<file path="src/hdl/dgsp_pkg.sv">
// ----------------------------------------------------------------------------
// Dense graph shortest path package
// Opcodes, controller states, field widths and the command/status structs.
// ----------------------------------------------------------------------------
package dgsp_pkg;

  localparam int NODE_FW     = 4;
  localparam int WEIGHT_W    = 8;
  localparam int COST_W      = 12;
  localparam int OUT_LIMIT   = 16;
  localparam int IN_TDATA_W  = 24;
  localparam int IN_TUSER_W  = 2;
  localparam int OUT_TDATA_W = 16;

  localparam logic [COST_W-1:0] COST_MAX = '1;

  typedef enum logic [1:0] {
    OP_WEIGHT = 2'd0,
    OP_EDGE   = 2'd1,
    OP_QUERY  = 2'd2,
    OP_NONE   = 2'd3
  } op_t;

  typedef enum logic [3:0] {
    ST_CLEAR,
    ST_IDLE,
    ST_DISPATCH,
    ST_EDGE2,
    ST_INIT,
    ST_SCAN,
    ST_DRAIN,
    ST_NEXT,
    ST_CHECK,
    ST_COST,
    ST_PUSH,
    ST_WAIT,
    ST_EMIT_RD,
    ST_EMIT_LD,
    ST_BAD
  } state_t;

  typedef struct packed {
    logic latch_in;
    logic clr_step;
    logic wr_weight;
    logic wr_edge_ab;
    logic wr_edge_ba;
    logic init;
    logic scan;
    logic settle;
    logic cost_rd;
    logic cost_ld;
    logic bt_push;
    logic bt_rd;
    logic bt_ld;
    logic emit_rd;
    logic emit_ld;
    logic bad_ld;
  } cmd_t;

  typedef struct packed {
    logic clr_last;
    op_t  op;
    logic nodes_ok;
    logic graph_ok;
    logic scan_last;
    logic found;
    logic dst_valid;
    logic bt_stop;
    logic emit_last;
    logic out_free;
  } sts_t;

endpackage

</file>
<file path="src/hdl/dgsp_ram.sv">
// ----------------------------------------------------------------------------
// Generic RAM
// One write port, one read port with registered read data held when idle.
// ----------------------------------------------------------------------------
module dgsp_ram #(
  parameter int WIDTH = 8,
  parameter int DEPTH = 16,
  localparam int AW = $clog2(DEPTH)
) (
  input  logic             clk,
  input  logic             we,
  input  logic [AW-1:0]    waddr,
  input  logic [WIDTH-1:0] wdata,
  input  logic             re,
  input  logic [AW-1:0]    raddr,
  output logic [WIDTH-1:0] rdata
);

  logic [WIDTH-1:0] mem_r [DEPTH];
  logic [WIDTH-1:0] rdata_r;

  // write and registered read
  always_ff @(posedge clk) begin
    if (we) begin
      mem_r[waddr] <= wdata;
    end
    if (re) begin
      rdata_r <= mem_r[raddr];
    end
  end

  assign rdata = rdata_r;

endmodule

</file>
<file path="src/hdl/dgsp_ctrl.sv">
// ----------------------------------------------------------------------------
// Dense graph shortest path controller
// Sequences table writes, the settle/relax rounds, backtrack and emission.
// ----------------------------------------------------------------------------
module dgsp_ctrl (
  input  logic           clk,
  input  logic           rst_n,
  input  logic           in_valid,
  output logic           in_ready,
  input  dgsp_pkg::sts_t sts,
  output dgsp_pkg::cmd_t cmd
);

  import dgsp_pkg::*;

  state_t state_r, state_nxt;

  // state register
  always_ff @(posedge clk) begin
    if (!rst_n) begin
      state_r <= ST_CLEAR;
    end else begin
      state_r <= state_nxt;
    end
  end

  // next state and commands
  always_comb begin
    state_nxt = state_r;
    cmd       = '0;
    in_ready  = 1'b0;
    unique case (state_r)
      ST_CLEAR: begin
        cmd.clr_step = 1'b1;
        if (sts.clr_last) state_nxt = ST_IDLE;
      end
      ST_IDLE: begin
        in_ready = 1'b1;
        if (in_valid) begin
          cmd.latch_in = 1'b1;
          state_nxt    = ST_DISPATCH;
        end
      end
      ST_DISPATCH: begin
        unique case (sts.op)
          OP_WEIGHT: begin
            cmd.wr_weight = sts.nodes_ok;
            state_nxt     = ST_IDLE;
          end
          OP_EDGE: begin
            if (sts.nodes_ok && sts.graph_ok) begin
              cmd.wr_edge_ab = 1'b1;
              state_nxt      = ST_EDGE2;
            end else begin
              state_nxt = ST_IDLE;
            end
          end
          OP_QUERY: begin
            state_nxt = (sts.nodes_ok && sts.graph_ok) ? ST_INIT : ST_BAD;
          end
          OP_NONE: begin
            state_nxt = ST_IDLE;
          end
          default: begin
            state_nxt = ST_IDLE;
          end
        endcase
      end
      ST_EDGE2: begin
        cmd.wr_edge_ba = 1'b1;
        state_nxt      = ST_IDLE;
      end
      ST_INIT: begin
        cmd.init  = 1'b1;
        state_nxt = ST_SCAN;
      end
      ST_SCAN: begin
        cmd.scan = 1'b1;
        if (sts.scan_last) state_nxt = ST_DRAIN;
      end
      ST_DRAIN: begin
        state_nxt = ST_NEXT;
      end
      ST_NEXT: begin
        if (sts.found) begin
          cmd.settle = 1'b1;
          state_nxt  = ST_SCAN;
        end else begin
          state_nxt = ST_CHECK;
        end
      end
      ST_CHECK: begin
        if (sts.dst_valid) begin
          cmd.cost_rd = 1'b1;
          state_nxt   = ST_COST;
        end else begin
          state_nxt = ST_BAD;
        end
      end
      ST_COST: begin
        cmd.cost_ld = 1'b1;
        state_nxt   = ST_PUSH;
      end
      ST_PUSH: begin
        cmd.bt_push = 1'b1;
        if (sts.bt_stop) begin
          state_nxt = ST_EMIT_RD;
        end else begin
          cmd.bt_rd = 1'b1;
          state_nxt = ST_WAIT;
        end
      end
      ST_WAIT: begin
        cmd.bt_ld = 1'b1;
        state_nxt = ST_PUSH;
      end
      ST_EMIT_RD: begin
        cmd.emit_rd = 1'b1;
        state_nxt   = ST_EMIT_LD;
      end
      ST_EMIT_LD: begin
        if (sts.out_free) begin
          cmd.emit_ld = 1'b1;
          state_nxt   = sts.emit_last ? ST_IDLE : ST_EMIT_RD;
        end
      end
      ST_BAD: begin
        if (sts.out_free) begin
          cmd.bad_ld = 1'b1;
          state_nxt  = ST_IDLE;
        end
      end
      default: begin
        state_nxt = ST_IDLE;
      end
    endcase
  end

endmodule

</file>
<file path="src/hdl/dgsp_dpath.sv">
// ----------------------------------------------------------------------------
// Dense graph shortest path datapath
// Weight and adjacency RAMs, distance/predecessor/stack RAMs, the
// relax-and-select scan pipeline and the result register.
// ----------------------------------------------------------------------------
module dgsp_dpath #(
  parameter int NODES  = 16,
  parameter int GRAPHS = 2
) (
  input  logic                            clk,
  input  logic                            rst_n,
  input  dgsp_pkg::cmd_t                  cmd,
  output dgsp_pkg::sts_t                  sts,
  input  logic [1:0]                      in_opcode,
  input  logic                            in_graph_sel,
  input  logic [dgsp_pkg::NODE_FW-1:0]    in_node_a,
  input  logic [dgsp_pkg::NODE_FW-1:0]    in_node_b,
  input  logic [dgsp_pkg::WEIGHT_W-1:0]   in_weight,
  input  logic                            in_edge_present,
  input  logic                            out_ready,
  output logic                            out_valid,
  output logic [dgsp_pkg::NODE_FW-1:0]    out_path_node,
  output logic [dgsp_pkg::COST_W-1:0]     out_total_cost,
  output logic                            out_reachable,
  output logic                            out_last
);

  import dgsp_pkg::*;

  localparam int NW  = $clog2(NODES);
  localparam int NN  = NODES * NODES;
  localparam int WAW = $clog2(NN);
  localparam int AAD = GRAPHS * NN;
  localparam int AAW = $clog2(AAD);
  localparam int DW  = $clog2(NODES + 1);

  localparam logic [NODE_FW:0] NODE_LIM  = (NODES > 16) ? 5'd16 : 5'(NODES);
  localparam logic [1:0]       GRAPH_LIM = (GRAPHS > 2) ? 2'd2 : 2'(GRAPHS);

  // latched item
  op_t                 op_r, op_nxt;
  logic                g_r, g_nxt;
  logic [NODE_FW-1:0]  a_r, a_nxt, b_r, b_nxt;
  logic [WEIGHT_W-1:0] w_r, w_nxt;
  logic                e_r, e_nxt;

  // clearing pass
  logic [AAW-1:0] clr_cnt_r, clr_cnt_nxt;

  // scan pipeline
  logic [NW-1:0]     i_r, i_nxt, i_p_r, i_p_nxt;
  logic              p_vld_r, p_vld_nxt;
  logic [NW-1:0]     u_r, u_nxt;
  logic [COST_W-1:0] du_r, du_nxt;
  logic [NODES-1:0]  settled_r, settled_nxt, valid_r, valid_nxt;
  logic              found_r, found_nxt;
  logic [COST_W-1:0] best_r, best_nxt;
  logic [NW-1:0]     best_idx_r, best_idx_nxt;

  // backtrack and emission
  logic [COST_W-1:0] cost_r, cost_nxt;
  logic [NW-1:0]     n_r, n_nxt;
  logic [DW-1:0]     depth_r, depth_nxt;
  logic [3:0]        k_r, k_nxt;

  // result register
  logic               out_valid_r, out_valid_nxt;
  logic [NODE_FW-1:0] out_node_r, out_node_nxt;
  logic [COST_W-1:0]  out_cost_r, out_cost_nxt;
  logic               out_reach_r, out_reach_nxt;
  logic               out_last_r, out_last_nxt;

  // RAM ports
  logic [WEIGHT_W-1:0] w_rdata;
  logic                adj_rdata;
  logic [COST_W-1:0]   dist_rdata;
  logic [NW-1:0]       pred_rdata, stack_rdata;
  logic                adj_we, dist_we, pred_we;
  logic [AAW-1:0]      adj_waddr, adj_raddr;
  logic [WAW-1:0]      w_waddr, w_raddr;
  logic [NW-1:0]       src, dst;
  logic [DW-1:0]       depth_m1;

  // fold stage
  logic              fold_st, fold_vl, relax, eff_vld, take;
  logic [COST_W:0]   wsum;
  logic [COST_W-1:0] nd, eff;

  assign src      = NW'(a_r);
  assign dst      = NW'(b_r);
  assign depth_m1 = depth_r - DW'(1);

  // status to the controller
  assign sts.clr_last  = (clr_cnt_r == AAW'(AAD - 1));
  assign sts.op        = op_r;
  assign sts.nodes_ok  = ({1'b0, a_r} < NODE_LIM) && ({1'b0, b_r} < NODE_LIM);
  assign sts.graph_ok  = ({1'b0, g_r} < GRAPH_LIM);
  assign sts.scan_last = (i_r == NW'(NODES - 1));
  assign sts.found     = found_r;
  assign sts.dst_valid = valid_r[dst];
  assign sts.bt_stop   = (n_r == src) || (depth_r == DW'(NODES - 1));
  assign sts.emit_last = (depth_r == DW'(1)) || (k_r == 4'(OUT_LIMIT - 1));
  assign sts.out_free  = !out_valid_r || out_ready;

  // relax the node read last cycle and fold it into the running minimum
  always_comb begin
    fold_st = settled_r[i_p_r];
    fold_vl = valid_r[i_p_r];
    wsum    = {1'b0, du_r} + {{(COST_W + 1 - WEIGHT_W){1'b0}}, w_rdata};
    nd      = wsum[COST_W] ? COST_MAX : wsum[COST_W-1:0];
    relax   = p_vld_r && !fold_st && adj_rdata && (!fold_vl || (nd < dist_rdata));
    eff     = relax ? nd : dist_rdata;
    eff_vld = fold_vl || relax;
    take    = p_vld_r && !fold_st && eff_vld && (!found_r || (eff < best_r));
  end

  // weight table
  assign w_waddr = WAW'(NW'(a_r) * NODES + NW'(b_r));
  assign w_raddr = WAW'(u_r * NODES + i_r);

  dgsp_ram #(.WIDTH(WEIGHT_W), .DEPTH(NN)) u_weight_ram (
    .clk   (clk),
    .we    (cmd.wr_weight),
    .waddr (w_waddr),
    .wdata (w_r),
    .re    (cmd.scan),
    .raddr (w_raddr),
    .rdata (w_rdata)
  );

  // adjacency bits, cleared after reset, written in both directions
  always_comb begin
    adj_we = cmd.clr_step || cmd.wr_edge_ab || cmd.wr_edge_ba;
    priority if (cmd.clr_step) begin
      adj_waddr = clr_cnt_r;
    end else if (cmd.wr_edge_ab) begin
      adj_waddr = AAW'(g_r * NN + NW'(a_r) * NODES + NW'(b_r));
    end else begin
      adj_waddr = AAW'(g_r * NN + NW'(b_r) * NODES + NW'(a_r));
    end
  end
  assign adj_raddr = AAW'(g_r * NN + u_r * NODES + i_r);

  dgsp_ram #(.WIDTH(1), .DEPTH(AAD)) u_adj_ram (
    .clk   (clk),
    .we    (adj_we),
    .waddr (adj_waddr),
    .wdata (e_r && !cmd.clr_step),
    .re    (cmd.scan),
    .raddr (adj_raddr),
    .rdata (adj_rdata)
  );

  // distances and predecessors
  assign dist_we = cmd.init || relax;
  assign pred_we = cmd.init || relax;

  dgsp_ram #(.WIDTH(COST_W), .DEPTH(NODES)) u_dist_ram (
    .clk   (clk),
    .we    (dist_we),
    .waddr (cmd.init ? src : i_p_r),
    .wdata (cmd.init ? '0 : nd),
    .re    (cmd.scan || cmd.cost_rd),
    .raddr (cmd.cost_rd ? dst : i_r),
    .rdata (dist_rdata)
  );

  dgsp_ram #(.WIDTH(NW), .DEPTH(NODES)) u_pred_ram (
    .clk   (clk),
    .we    (pred_we),
    .waddr (cmd.init ? src : i_p_r),
    .wdata (cmd.init ? src : u_r),
    .re    (cmd.bt_rd),
    .raddr (n_r),
    .rdata (pred_rdata)
  );

  // reversed path, destination first
  dgsp_ram #(.WIDTH(NW), .DEPTH(NODES)) u_stack_ram (
    .clk   (clk),
    .we    (cmd.bt_push),
    .waddr (depth_r[NW-1:0]),
    .wdata (n_r),
    .re    (cmd.emit_rd),
    .raddr (depth_m1[NW-1:0]),
    .rdata (stack_rdata)
  );

  // next values
  always_comb begin
    op_nxt        = op_r;
    g_nxt         = g_r;
    a_nxt         = a_r;
    b_nxt         = b_r;
    w_nxt         = w_r;
    e_nxt         = e_r;
    clr_cnt_nxt   = clr_cnt_r;
    i_nxt         = i_r;
    i_p_nxt       = i_r;
    p_vld_nxt     = cmd.scan;
    u_nxt         = u_r;
    du_nxt        = du_r;
    settled_nxt   = settled_r;
    valid_nxt     = valid_r;
    found_nxt     = found_r;
    best_nxt      = best_r;
    best_idx_nxt  = best_idx_r;
    cost_nxt      = cost_r;
    n_nxt         = n_r;
    depth_nxt     = depth_r;
    k_nxt         = k_r;
    out_valid_nxt = out_valid_r && !out_ready;
    out_node_nxt  = out_node_r;
    out_cost_nxt  = out_cost_r;
    out_reach_nxt = out_reach_r;
    out_last_nxt  = out_last_r;

    // capture the accepted item
    if (cmd.latch_in) begin
      op_nxt = op_t'(in_opcode);
      g_nxt  = in_graph_sel;
      a_nxt  = in_node_a;
      b_nxt  = in_node_b;
      w_nxt  = in_weight;
      e_nxt  = in_edge_present;
    end

    if (cmd.clr_step) clr_cnt_nxt = clr_cnt_r + 1'b1;

    // advance the scan index
    if (cmd.scan) i_nxt = i_r + 1'b1;

    // fold stage updates
    if (relax) valid_nxt[i_p_r] = 1'b1;
    if (take) begin
      found_nxt    = 1'b1;
      best_nxt     = eff;
      best_idx_nxt = i_p_r;
    end

    // start a query with the source settled at distance zero
    if (cmd.init) begin
      settled_nxt      = '0;
      settled_nxt[src] = 1'b1;
      valid_nxt        = '0;
      valid_nxt[src]   = 1'b1;
      u_nxt            = src;
      du_nxt           = '0;
      i_nxt            = '0;
      found_nxt        = 1'b0;
    end

    // settle the round's minimum and restart the scan
    if (cmd.settle) begin
      settled_nxt[best_idx_r] = 1'b1;
      u_nxt                   = best_idx_r;
      du_nxt                  = best_r;
      i_nxt                   = '0;
      found_nxt               = 1'b0;
    end

    if (cmd.cost_ld) begin
      cost_nxt  = dist_rdata;
      n_nxt     = dst;
      depth_nxt = '0;
      k_nxt     = '0;
    end

    if (cmd.bt_push) depth_nxt = depth_r + 1'b1;
    if (cmd.bt_ld) n_nxt = pred_rdata;

    // load one path node
    if (cmd.emit_ld) begin
      out_valid_nxt = 1'b1;
      out_node_nxt  = NODE_FW'(stack_rdata);
      out_cost_nxt  = cost_r;
      out_reach_nxt = 1'b1;
      out_last_nxt  = sts.emit_last;
      depth_nxt     = depth_m1;
      k_nxt         = k_r + 1'b1;
    end

    // load the unreachable result
    if (cmd.bad_ld) begin
      out_valid_nxt = 1'b1;
      out_node_nxt  = '0;
      out_cost_nxt  = '0;
      out_reach_nxt = 1'b0;
      out_last_nxt  = 1'b1;
    end
  end

  // control registers
  always_ff @(posedge clk) begin
    if (!rst_n) begin
      clr_cnt_r   <= '0;
      p_vld_r     <= 1'b0;
      settled_r   <= '0;
      valid_r     <= '0;
      found_r     <= 1'b0;
      out_valid_r <= 1'b0;
    end else begin
      clr_cnt_r   <= clr_cnt_nxt;
      p_vld_r     <= p_vld_nxt;
      settled_r   <= settled_nxt;
      valid_r     <= valid_nxt;
      found_r     <= found_nxt;
      out_valid_r <= out_valid_nxt;
    end
  end

  // payload registers
  always_ff @(posedge clk) begin
    op_r       <= op_nxt;
    g_r        <= g_nxt;
    a_r        <= a_nxt;
    b_r        <= b_nxt;
    w_r        <= w_nxt;
    e_r        <= e_nxt;
    i_r        <= i_nxt;
    i_p_r      <= i_p_nxt;
    u_r        <= u_nxt;
    du_r       <= du_nxt;
    best_r     <= best_nxt;
    best_idx_r <= best_idx_nxt;
    cost_r     <= cost_nxt;
    n_r        <= n_nxt;
    depth_r    <= depth_nxt;
    k_r        <= k_nxt;
    out_node_r <= out_node_nxt;
    out_cost_r <= out_cost_nxt;
    out_reach_r <= out_reach_nxt;
    out_last_r <= out_last_nxt;
  end

  assign out_valid      = out_valid_r;
  assign out_path_node  = out_node_r;
  assign out_total_cost = out_cost_r;
  assign out_reachable  = out_reach_r;
  assign out_last       = out_last_r;

endmodule

</file>
<file path="src/hdl/dense_graph_shortest_path.sv">
// ----------------------------------------------------------------------------
// Dense graph shortest path
// Dijkstra over an adjacency matrix: loads weights and edge bits, answers
// path queries with one item per path node, source first.
// ----------------------------------------------------------------------------
//  channel | direction | fields
//  in_     | slave     | tuser: opcode; tdata: graph_sel, node_a, node_b,
//          |           |        weight, edge_present
//  out_    | master    | tuser: reachable; tdata: path_node, total_cost;
//          |           | tlast: last
//
// After reset a clearing pass zeroes the GRAPHS*NODES*NODES entries of the
// adjacency RAM; in_tready stays low meanwhile.
// An edge write sets both directions. A query settles one node per round,
// each round a scan of every node through the weight and adjacency read
// ports; the path is then backtracked and emitted.
// A finished result waits in the output register while the next item is
// taken; emission stalls while that register is full and out_tready is low.
// ----------------------------------------------------------------------------
module dense_graph_shortest_path #(
  parameter int NODES  = 16,
  parameter int GRAPHS = 2
) (
  input  logic                                clk,
  input  logic                                rst_n,
  input  logic                                in_tvalid,
  output logic                                in_tready,
  // [0] graph_sel, [4:1] node_a, [8:5] node_b, [16:9] weight,
  // [17] edge_present, [23:18] zero
  input  logic [dgsp_pkg::IN_TDATA_W-1:0]     in_tdata,
  // [1:0] opcode
  input  logic [dgsp_pkg::IN_TUSER_W-1:0]     in_tuser,
  output logic                                out_tvalid,
  input  logic                                out_tready,
  // [3:0] path_node, [15:4] total_cost
  output logic [dgsp_pkg::OUT_TDATA_W-1:0]    out_tdata,
  // [0] reachable
  output logic                                out_tuser,
  output logic                                out_tlast
);

  import dgsp_pkg::*;

  cmd_t               cmd;
  sts_t               sts;
  logic [NODE_FW-1:0] path_node;
  logic [COST_W-1:0]  total_cost;

  dgsp_ctrl u_ctrl (
    .clk      (clk),
    .rst_n    (rst_n),
    .in_valid (in_tvalid),
    .in_ready (in_tready),
    .sts      (sts),
    .cmd      (cmd)
  );

  dgsp_dpath #(.NODES(NODES), .GRAPHS(GRAPHS)) u_dpath (
    .clk             (clk),
    .rst_n           (rst_n),
    .cmd             (cmd),
    .sts             (sts),
    .in_opcode       (in_tuser[1:0]),
    .in_graph_sel    (in_tdata[0]),
    .in_node_a       (in_tdata[4:1]),
    .in_node_b       (in_tdata[8:5]),
    .in_weight       (in_tdata[16:9]),
    .in_edge_present (in_tdata[17]),
    .out_ready       (out_tready),
    .out_valid       (out_tvalid),
    .out_path_node   (path_node),
    .out_total_cost  (total_cost),
    .out_reachable   (out_tuser),
    .out_last        (out_tlast)
  );

  assign out_tdata = {total_cost, path_node};

endmodule

</file>
<file path="config.mk">
export PLATFORM = sky130hd
export DESIGN_NAME = dense_graph_shortest_path
export DESIGN_NICKNAME = d
export VERILOG_FILES = /design/src/hdl/dgsp_pkg.sv /design/src/hdl/dgsp_ram.sv /design/src/hdl/dgsp_ctrl.sv /design/src/hdl/dgsp_dpath.sv /design/src/hdl/dense_graph_shortest_path.sv
export SDC_FILE = /design/constraint.sdc
export NUM_CORES = 2
export LEC_CHECK = 0
export BUFFER_PORTS_ARGS = -buffer_cell sky130_fd_sc_hd__buf_2
export CORE_UTILIZATION = 57
export CTS_BUF_LIST = sky130_fd_sc_hd__clkbuf_8 sky130_fd_sc_hd__clkbuf_16
export CTS_CLUSTER_DIAMETER = 60
export DETAILED_ROUTE_END_ITERATION = 6
export GPL_TIMING_DRIVEN = 0
export HOLD_SLACK_MARGIN = 0.15
export PLACE_DENSITY = 0.74
export SYNTH_ARGS = -nofsm -noshare
export SYNTH_HDL_FRONTEND = slang
export SYNTH_SLANG_ARGS = --single-unit
</file>
<file path="constraint.sdc">
create_clock -name clk -period 16.81 [get_ports clk]
set_input_delay 0.8405 -clock clk [delete_from_list [all_inputs] [get_ports clk]]
set_output_delay 0.8405 -clock clk [all_outputs]
set_load 0.01 [all_outputs]
</file>
# Word-level counts from Yosys, hierarchy flattened
# Memory sizes are Yosys's and may differ from the RTL's. A register that Yosys moved wholly into a read port is not among the register bits.
# Index checks and enable logic that the tools add are counted.
classes:
  add_sub_neg: 14
  magnitude_cmp: 9
  n_eq_ne: 28
  mux: 77
  bitwise: 3
  reduce_logical: 38
op_table:
  columns: ["operator", "count"]
  rows:
  - ["2-to-1 mux 16 bit", 4]
  - ["2-to-1 mux 12 bit", 5]
  - ["2-to-1 mux 4 bit", 15]
  - ["one-hot mux 4 bit (13 select lines)", 1]
  - ["equality test 4 bit (second input constant)", 9]
  - ["2-to-1 mux 1 bit", 36]
  - ["OR 16 bit", 2]
  - ["adder 9 x 4 -> 9 bit", 3]
  - ["adder 9 x 8 -> 9 bit", 3]
  - ["less-than comparator 12 bit", 2]
  - ["less-than comparator 4 x 5 -> 1 bit (second input constant)", 4]
  - ["2-to-1 mux 9 bit", 2]
  - ["adder 8 x 4 -> 8 bit", 2]
  - ["equality test 4 x 3 -> 1 bit (second input constant)", 4]
  - ["2-to-1 mux 5 bit", 3]
  - ["adder 12 x 8 -> 13 bit", 1]
  - ["binary-select mux 1 bit (select 4 bit)", 3]
  - ["demux 1 bit (select 4 bit)", 3]
  - ["greater-or-equal comparator 4 x 1 -> 1 bit (second input constant)", 3]
  - ["one-hot mux 4 bit (3 select lines)", 1]
  - ["logical AND 1 bit", 10]
  - ["logical OR 1 bit", 10]
  - ["inequality test 2 bit (second input constant)", 5]
  - ["adder 9 x 1 -> 9 bit (second input constant)", 1]
  - ["other kinds (22)", 37]
totals:
  reg_bits: 151
  ram_bits: 2880
  elab_cells: 201
  mem_count: 5
memory_table:
  columns: ["memory", "depth", "word_bits", "rd", "rd_clocked_by_memory_dff", "wr", "line_no", "text"]
  rows:
  - ["u_dpath.u_weight_ram.mem_r", 256, 8, 1, 1, 1, "dgsp_ram.sv:19", "logic [WIDTH-1:0] mem_r [DEPTH];"]
  - ["u_dpath.u_adj_ram.mem_r", 512, 1, 1, 1, 1, "dgsp_ram.sv:19", null]
  - ["u_dpath.u_dist_ram.mem_r", 16, 12, 1, 1, 1, "dgsp_ram.sv:19", null]
  - ["u_dpath.u_pred_ram.mem_r", 16, 4, 1, 1, 1, "dgsp_ram.sv:19", null]
  - ["u_dpath.u_stack_ram.mem_r", 16, 4, 1, 1, 1, "dgsp_ram.sv:19", null]

# Depth between registers and ports, before layout
depth:
  word_depth: 10
  mapped_depth: 28

# By module
# Synthesis repeated with hierarchy kept, for this count alone.
hier_totals:
  hier_cells: 6772
  hier_area_um2: 123754.9
modules_own_cells:
  columns: ["mod", "instances", "cells_per_inst", "area_per_inst_um2", "seq_area_each_um2"]
  rows:
  - ["dgsp_ram at u_dpath.u_weight_ram", 1, 3733, 79636.4, 61739.2]
  - ["dgsp_ram at u_dpath.u_adj_ram", 1, 1615, 22619.2, 15404.8]
  - ["dgsp_dpath", 1, 744, 7738.7, 3673.5]
  - ["dgsp_ram at u_dpath.u_dist_ram", 1, 329, 7719.9, 6125.9]
  - ["dgsp_ram at u_dpath.u_pred_ram ...", 2, 130, 2706.3, 2042.0]
  - ["dgsp_ctrl", 1, 91, 628.1, 80.1]

# Least setup slack after synthesis
# Ideal clock, no wire load.
synth_timing:
  path_kind: "register -> register"
  startpoint: "register u_ctrl.state_r[2]"
  endpoint: "memory u_dpath.u_adj_ram.mem_r[0] (data pin)"
  setup_ns: 2.723
  arrival_ns: 13.300
  path_slack_ns: 0.787
  path_stages_with_launch: 5
  synth_period_minus_slack_ns: 16.023
  cell_sequence: "dfxtp_1 clkbuf_1 nor4_1 clkbuf_1 nor2b_1"
synth_via:
  elab_chain_cells: 4
synth_lines:
  columns: ["element", "line_no", "text"]
  rows:
  - ["start: declaration", "dgsp_ctrl.sv:16", "state_t state_r, state_nxt;"]
  - ["start signal: assignment", "dgsp_ctrl.sv:23", "state_r <= state_nxt;"]
  - ["zero test 4 bit", "dgsp_ctrl.sv:32", "unique case (state_r)"]
  - ["2-to-1 mux 1 bit", "dgsp_ctrl.sv:32", null]
  - ["zero test 1 bit", "dgsp_dpath.sv:148", ".wdata (e_r && !cmd.clr_step),"]
  - ["logical AND 1 bit", "dgsp_dpath.sv:148", null]
  - ["named net u_dpath.u_adj_ram.wdata", "dgsp_ram.sv:13", "input logic [WIDTH-1:0] wdata,"]
  - ["end: declaration", "dgsp_ram.sv:19", null]
# The timed path passes the listed nets, and every way through them passes these cells.

# Final worst setup path
layout_timing:
  startpoint: "register u_dpath.i_r[1], in the netlist u_dpath.i_p_nxt[1]"
  endpoint: "register u_dpath.u_adj_ram.rdata_r, in the netlist u_dpath.u_adj_ram.rdata, read port of u_dpath.u_adj_ram.mem_r (data pin)"
layout_via:
  elab_chain_cells: 1
layout_lines:
  columns: ["element", "line_no", "text"]
  rows:
  - ["start: declaration", "dgsp_dpath.sv:51", "logic [NW-1:0] i_r, i_nxt, i_p_r, i_p_nxt;"]
  - ["start signal: assignment", "dgsp_dpath.sv:320", "i_r <= i_nxt;"]
  - ["adder 9 x 4 -> 9 bit", "dgsp_dpath.sv:142", "assign adj_raddr = AAW'(g_r * NN + u_r * NODES + i_r);"]
  - ["end: declaration", "dgsp_ram.sv:20", "logic [WIDTH-1:0] rdata_r;"]
# Every way passes these cells.
# A chain may end at the register's enable or synchronous reset.

==> impl_results.md <==
* FF+latch count, synth at 3060
* TritonCTS Buffers at 316
* Number of cell rows at between 150 and 200
* Total Routing Usage GR at a little over a third
* Width of the die at roughly 460 um
* Reg-to-reg slack, setup at between 9 and 10 ns
* Vias after detailed routing at about 69k
* WP data arrival at approximately 8.2 ns
* Cells after Synth at between 6k and 7k
* Pint at roughly 12 mW
* Crit path launch: u_dpath.i_p_nxt[1]$_SDFFE_PP0P_
* Worst-path clk slew at around 0.060 ns
* Syn Nets at between 6k and 7k
* Hold Fails Final Rpt at 0
* CP bufs+invs at 5
* Vias in the first global route at approximately 67k
* Number of synthesized flops with an enable pin at about 3.0k
* Post-DP HPWL at ~240 mm
* Sw Pwr at approximately 2.9 mW
* Placed cells at 9169
* CP endpoint: u_dpath.u_adj_ram.rdata$_DFFE_PP_
* Hold WS at approximately 0.17 ns
* R2r startpoint: u_dpath.i_p_nxt[1]$_SDFFE_PP0P_
* IO buf count at between 40 and 50
* Status: finished with violations
* Core region area at approximately 0.21 sq mm
* Final Critical Period at around 7.4 ns
* Clock root buffer: clkbuf_16
* Layout net count at 6754
* DRT antenna net count at 0
* Drt pass-1 iters at 7
* Sequential fraction of the synthesis area at roughly three quarters
* Synthesized area at roughly 0.12 sq mm
* Switching fraction of total power at around 20%
* Routed WL per cell at approximately 39 um
* Final Slew Violations at about 140
* IO Pins at 50
* DRC errors left at 21
* First-pass GRT wire length at between 500 and 600 mm
* H-tree depth at 5
* Initial antenna violation count at 29
* Worst Path Max Fanout at 10
* Seq pwr share at between 50% and 60%
* Critical path depth at 12
* Peak VDD IR at ~0.086 mV
* Starting DRT DRC Count at around 12k
* Final setup fails at 0
* Lkg Pwr at 41.8 nW
* Power after layout at between 10 and 15 mW
* Synth-to-Final Area Change at 13.4%
* Skew-Pair Late Insertion Delay at approximately 1 ns
* Fmax at between 0.1 and 0.15 GHz
* Worst-Margin Slew at approximately 1.7 ns
* Sink Count at 3060
* Asr flop ratio synth at 0%
* Fillers at between 10k and 15k
* Die area at about 0.22 sq mm
* Min-delay worst type: in -> reg
* Remaining global-route overflow at 0
* Critical Path RT at 17.52 ns
* Critical R2R Capture: u_dpath.u_adj_ram.rdata$_DFFE_PP_
* Setup CP Type: reg -> reg
* Failing checks: DRC, capacitance limit, slew limit
* Yosys cell types at 60
* Largest net degree at the start of global routing at 61
* Tcrit/Tclk final at roughly 44%
* Clk buf depth at 4
* Fin cells at 9737
* Die height at between 400 and 500 um
* Slowest CP cell: clkbuf_1
* RSZ-0062 raised after global routing: false
* Max_slew headroom at -14.6%
* Primary FF master, synth: edfxtp_1
* Logic gate share of total power at less than 1%
* DR vias/cell at slightly above 7
* Pwr/cell area at ~110 mW/mm^2
* Total Wirelength at between 300 and 400 mm
* Critical Path Sink Type: flip-flop
* Share of layout cells above drive strength 1 at roughly a quarter
* Synth Area per Inst at just under 20 sq um
* R2R depth at 12
* Worst setup SP type: flip-flop
* Count of warnings emitted by yosys at 0
* Final RePlAce weighted congestion at 0.978
* Max capacitance violation total at 15
* Postcts setup bufs at 0
* CTS tree: built
* Top cell family by delay on the critical path: buffers and inverters
* Power share of the clock group at 44.8%
* Initial Utilization at 57.5%
* Most common cell on crit path: clkbuf_1
* Max incr delay on CP at approximately 1.3 ns
* Skew final at slightly above 0.07 ns
* CP cell instances: clkbuf_1, buf_2, buf_2, clkbuf_1, clkbuf_1, mux4_2, a22oi_1, a21oi_1, a2111oi_0, nand3_1, o22ai_1, nor3_1
## sequential cells by signal (all words and copies together), names as in the netlist, 5 cells and up
name                        cells
u_dpath.u_weight_ram.mem_r   2048
u_dpath.u_adj_ram.mem_r       512
u_dpath.u_dist_ram.mem_r      192
u_dpath.u_pred_ram.mem_r       64
u_dpath.u_stack_ram.mem_r      64
u_dpath.settled_r              16
u_dpath.valid_r                16
u_dpath.best_r                 12
u_dpath.cost_r                 12
u_dpath.du_r                   12
u_dpath.out_total_cost         12
u_dpath.u_dist_ram.rdata       12
u_dpath.clr_cnt_r               9
u_dpath.u_weight_ram.rdata      8
u_dpath.w_r                     8
u_dpath.depth_r                 5
## cells by family (layout without fill, tap and decap cells)
logic type / Yosys count / after routing / share of synthesized area, %
other cells: 0 / 19 / 0
mux: 988 / 988 / 17.2
compound gates: 322 / 322 / 1.73
buf+inv: 445 / 1144 / 1.49
fa+ha+maj: 41 / 41 / 0.426
xor+xnor: 25 / 25 / 0.179
flops: 3060 / 3060 / 74.6
simple gates: 1317 / 1317 / 4.44
## cell usage after synthesis (16+ instances only)
cell      instances  area share (%)
a22oi_1          57            0.35
and2_1           40            0.20
dfxtp_1          78             1.3
ha_1             40            0.41
nand3_1          38            0.16
mux2i_1          76            0.62
nor2_1          868             2.7
nor3_1           27            0.11
edfxtp_1       2982              73
clkbuf_1        271            0.83
buf_1            40            0.12
mux2_2           31            0.29
inv_1            42            0.13
a21boi_0         20            0.12
and3_1           16           0.082
a31oi_1          28            0.14
xnor2_1          16            0.11
mux4_2          881              16
o21ai_0          64            0.26
buf_2            81            0.33
a21oi_1          72            0.30
nand2_1         238            0.73
nor2b_1          32            0.16
## metrics by stage
stage               cell area (sq um)   TNS, ns  utilization, %  setup WS (ns)
global route                   139000         0            65.2           8.93
global placement               126000  -3448.07            59.2          -6.78
CTS                            139000         0            65.2           9.56
floorplan                      122000         0               -          0.787
finish                         139000         0            65.2           9.37
detailed placement             129000         0            60.6           9.60
## power by group through the flow
| stage | Combinational [mW] | Clock [mW] | Sequential (mW) |
|---|---|---|---|
| after floorplan | 0.0170 | 0 | 8.40 |
| after global placement | 0.0363 | 0 | 8.40 |
| after detailed placement | 0.0365 | 0 | 8.40 |
| after CTS | 0.0398 | 6.68 | 8.24 |
| after global routing | 0.0416 | 6.96 | 8.24 |
| final | 0.0412 | 6.72 | 8.24 |
## cell type report
type,count,area (sq um),area share (%)
antenna,19,47.5,0.0343
buffer,403,1740,1.26
clock buffer,320,8000,5.77
clock inverter,212,1630,1.18
inverter,42,158,0.114
multi-input combinational,2693,29300,21.1
sequential,3060,91100,65.7
tap,2821,3530,2.55
timing repair buffer,167,3060,2.21
## cells in the final DEF (no fill, tap or decap), types with 31 or more instances in the layout
master / Yosys / final
edfxtp_1: 2982 / 2982
mux4_2: 881 / 881
nor2_1: 868 / 851
clkbuf_16: 0 / 319
nand2_1: 238 / 238
clkbuf_1: 271 / 217
buf_2: 81 / 131
inv_1: 42 / 99
buf_16: 0 / 80
dfxtp_1: 78 / 78
mux2i_1: 76 / 76
a21oi_1: 72 / 72
o21ai_0: 64 / 62
a22oi_1: 57 / 57
clkbuf_2: 0 / 56
clkinv_1: 0 / 56
clkinv_2: 0 / 52
and2_1: 40 / 40
ha_1: 40 / 40
nand3_1: 38 / 38
nor2b_1: 32 / 31
mux2_2: 31 / 31
## layer usage
| layer | vias up | track usage (%) | wire [um] |
|---|---|---|---|
| li1 | 26000 | - | - |
| met1 | 35100 | 46.0 | 125000 |
| met2 | 6643 | 51.0 | 167000 |
| met3 | 1352 | 12.8 | 59700 |
| met4 | 28 | 20.0 | 26300 |
| met5 | - | 0.198 | 167 |
## repair_timing
item	4_1_cts	5_1_grt
endpoints found under the hold margin	17	0
hold buffers	17	0
gates resized for setup	0	0
## worst min-delay path by stage
stage	start	to	slack (ns)	cells past startpoint
global placement	u_dpath.i_p_nxt[2]$_SDFFE_PP0P_	u_dpath.i_p_r[2]$_DFF_P_	0.34	0
floorplan	u_dpath.i_p_nxt[2]$_SDFFE_PP0P_	u_dpath.i_p_r[2]$_DFF_P_	0.33	0
CTS	in_tdata[9]	u_dpath.w_r[0]$_DFFE_PP_	0.15	1
finish	in_tdata[9]	u_dpath.w_r[0]$_DFFE_PP_	0.17	1
detailed placement	u_dpath.i_p_nxt[2]$_SDFFE_PP0P_	u_dpath.i_p_r[2]$_DFF_P_	0.35	0
global route	in_tdata[10]	u_dpath.w_r[1]$_DFFE_PP_	0.16	1
(Power assumes the default switching activity.)
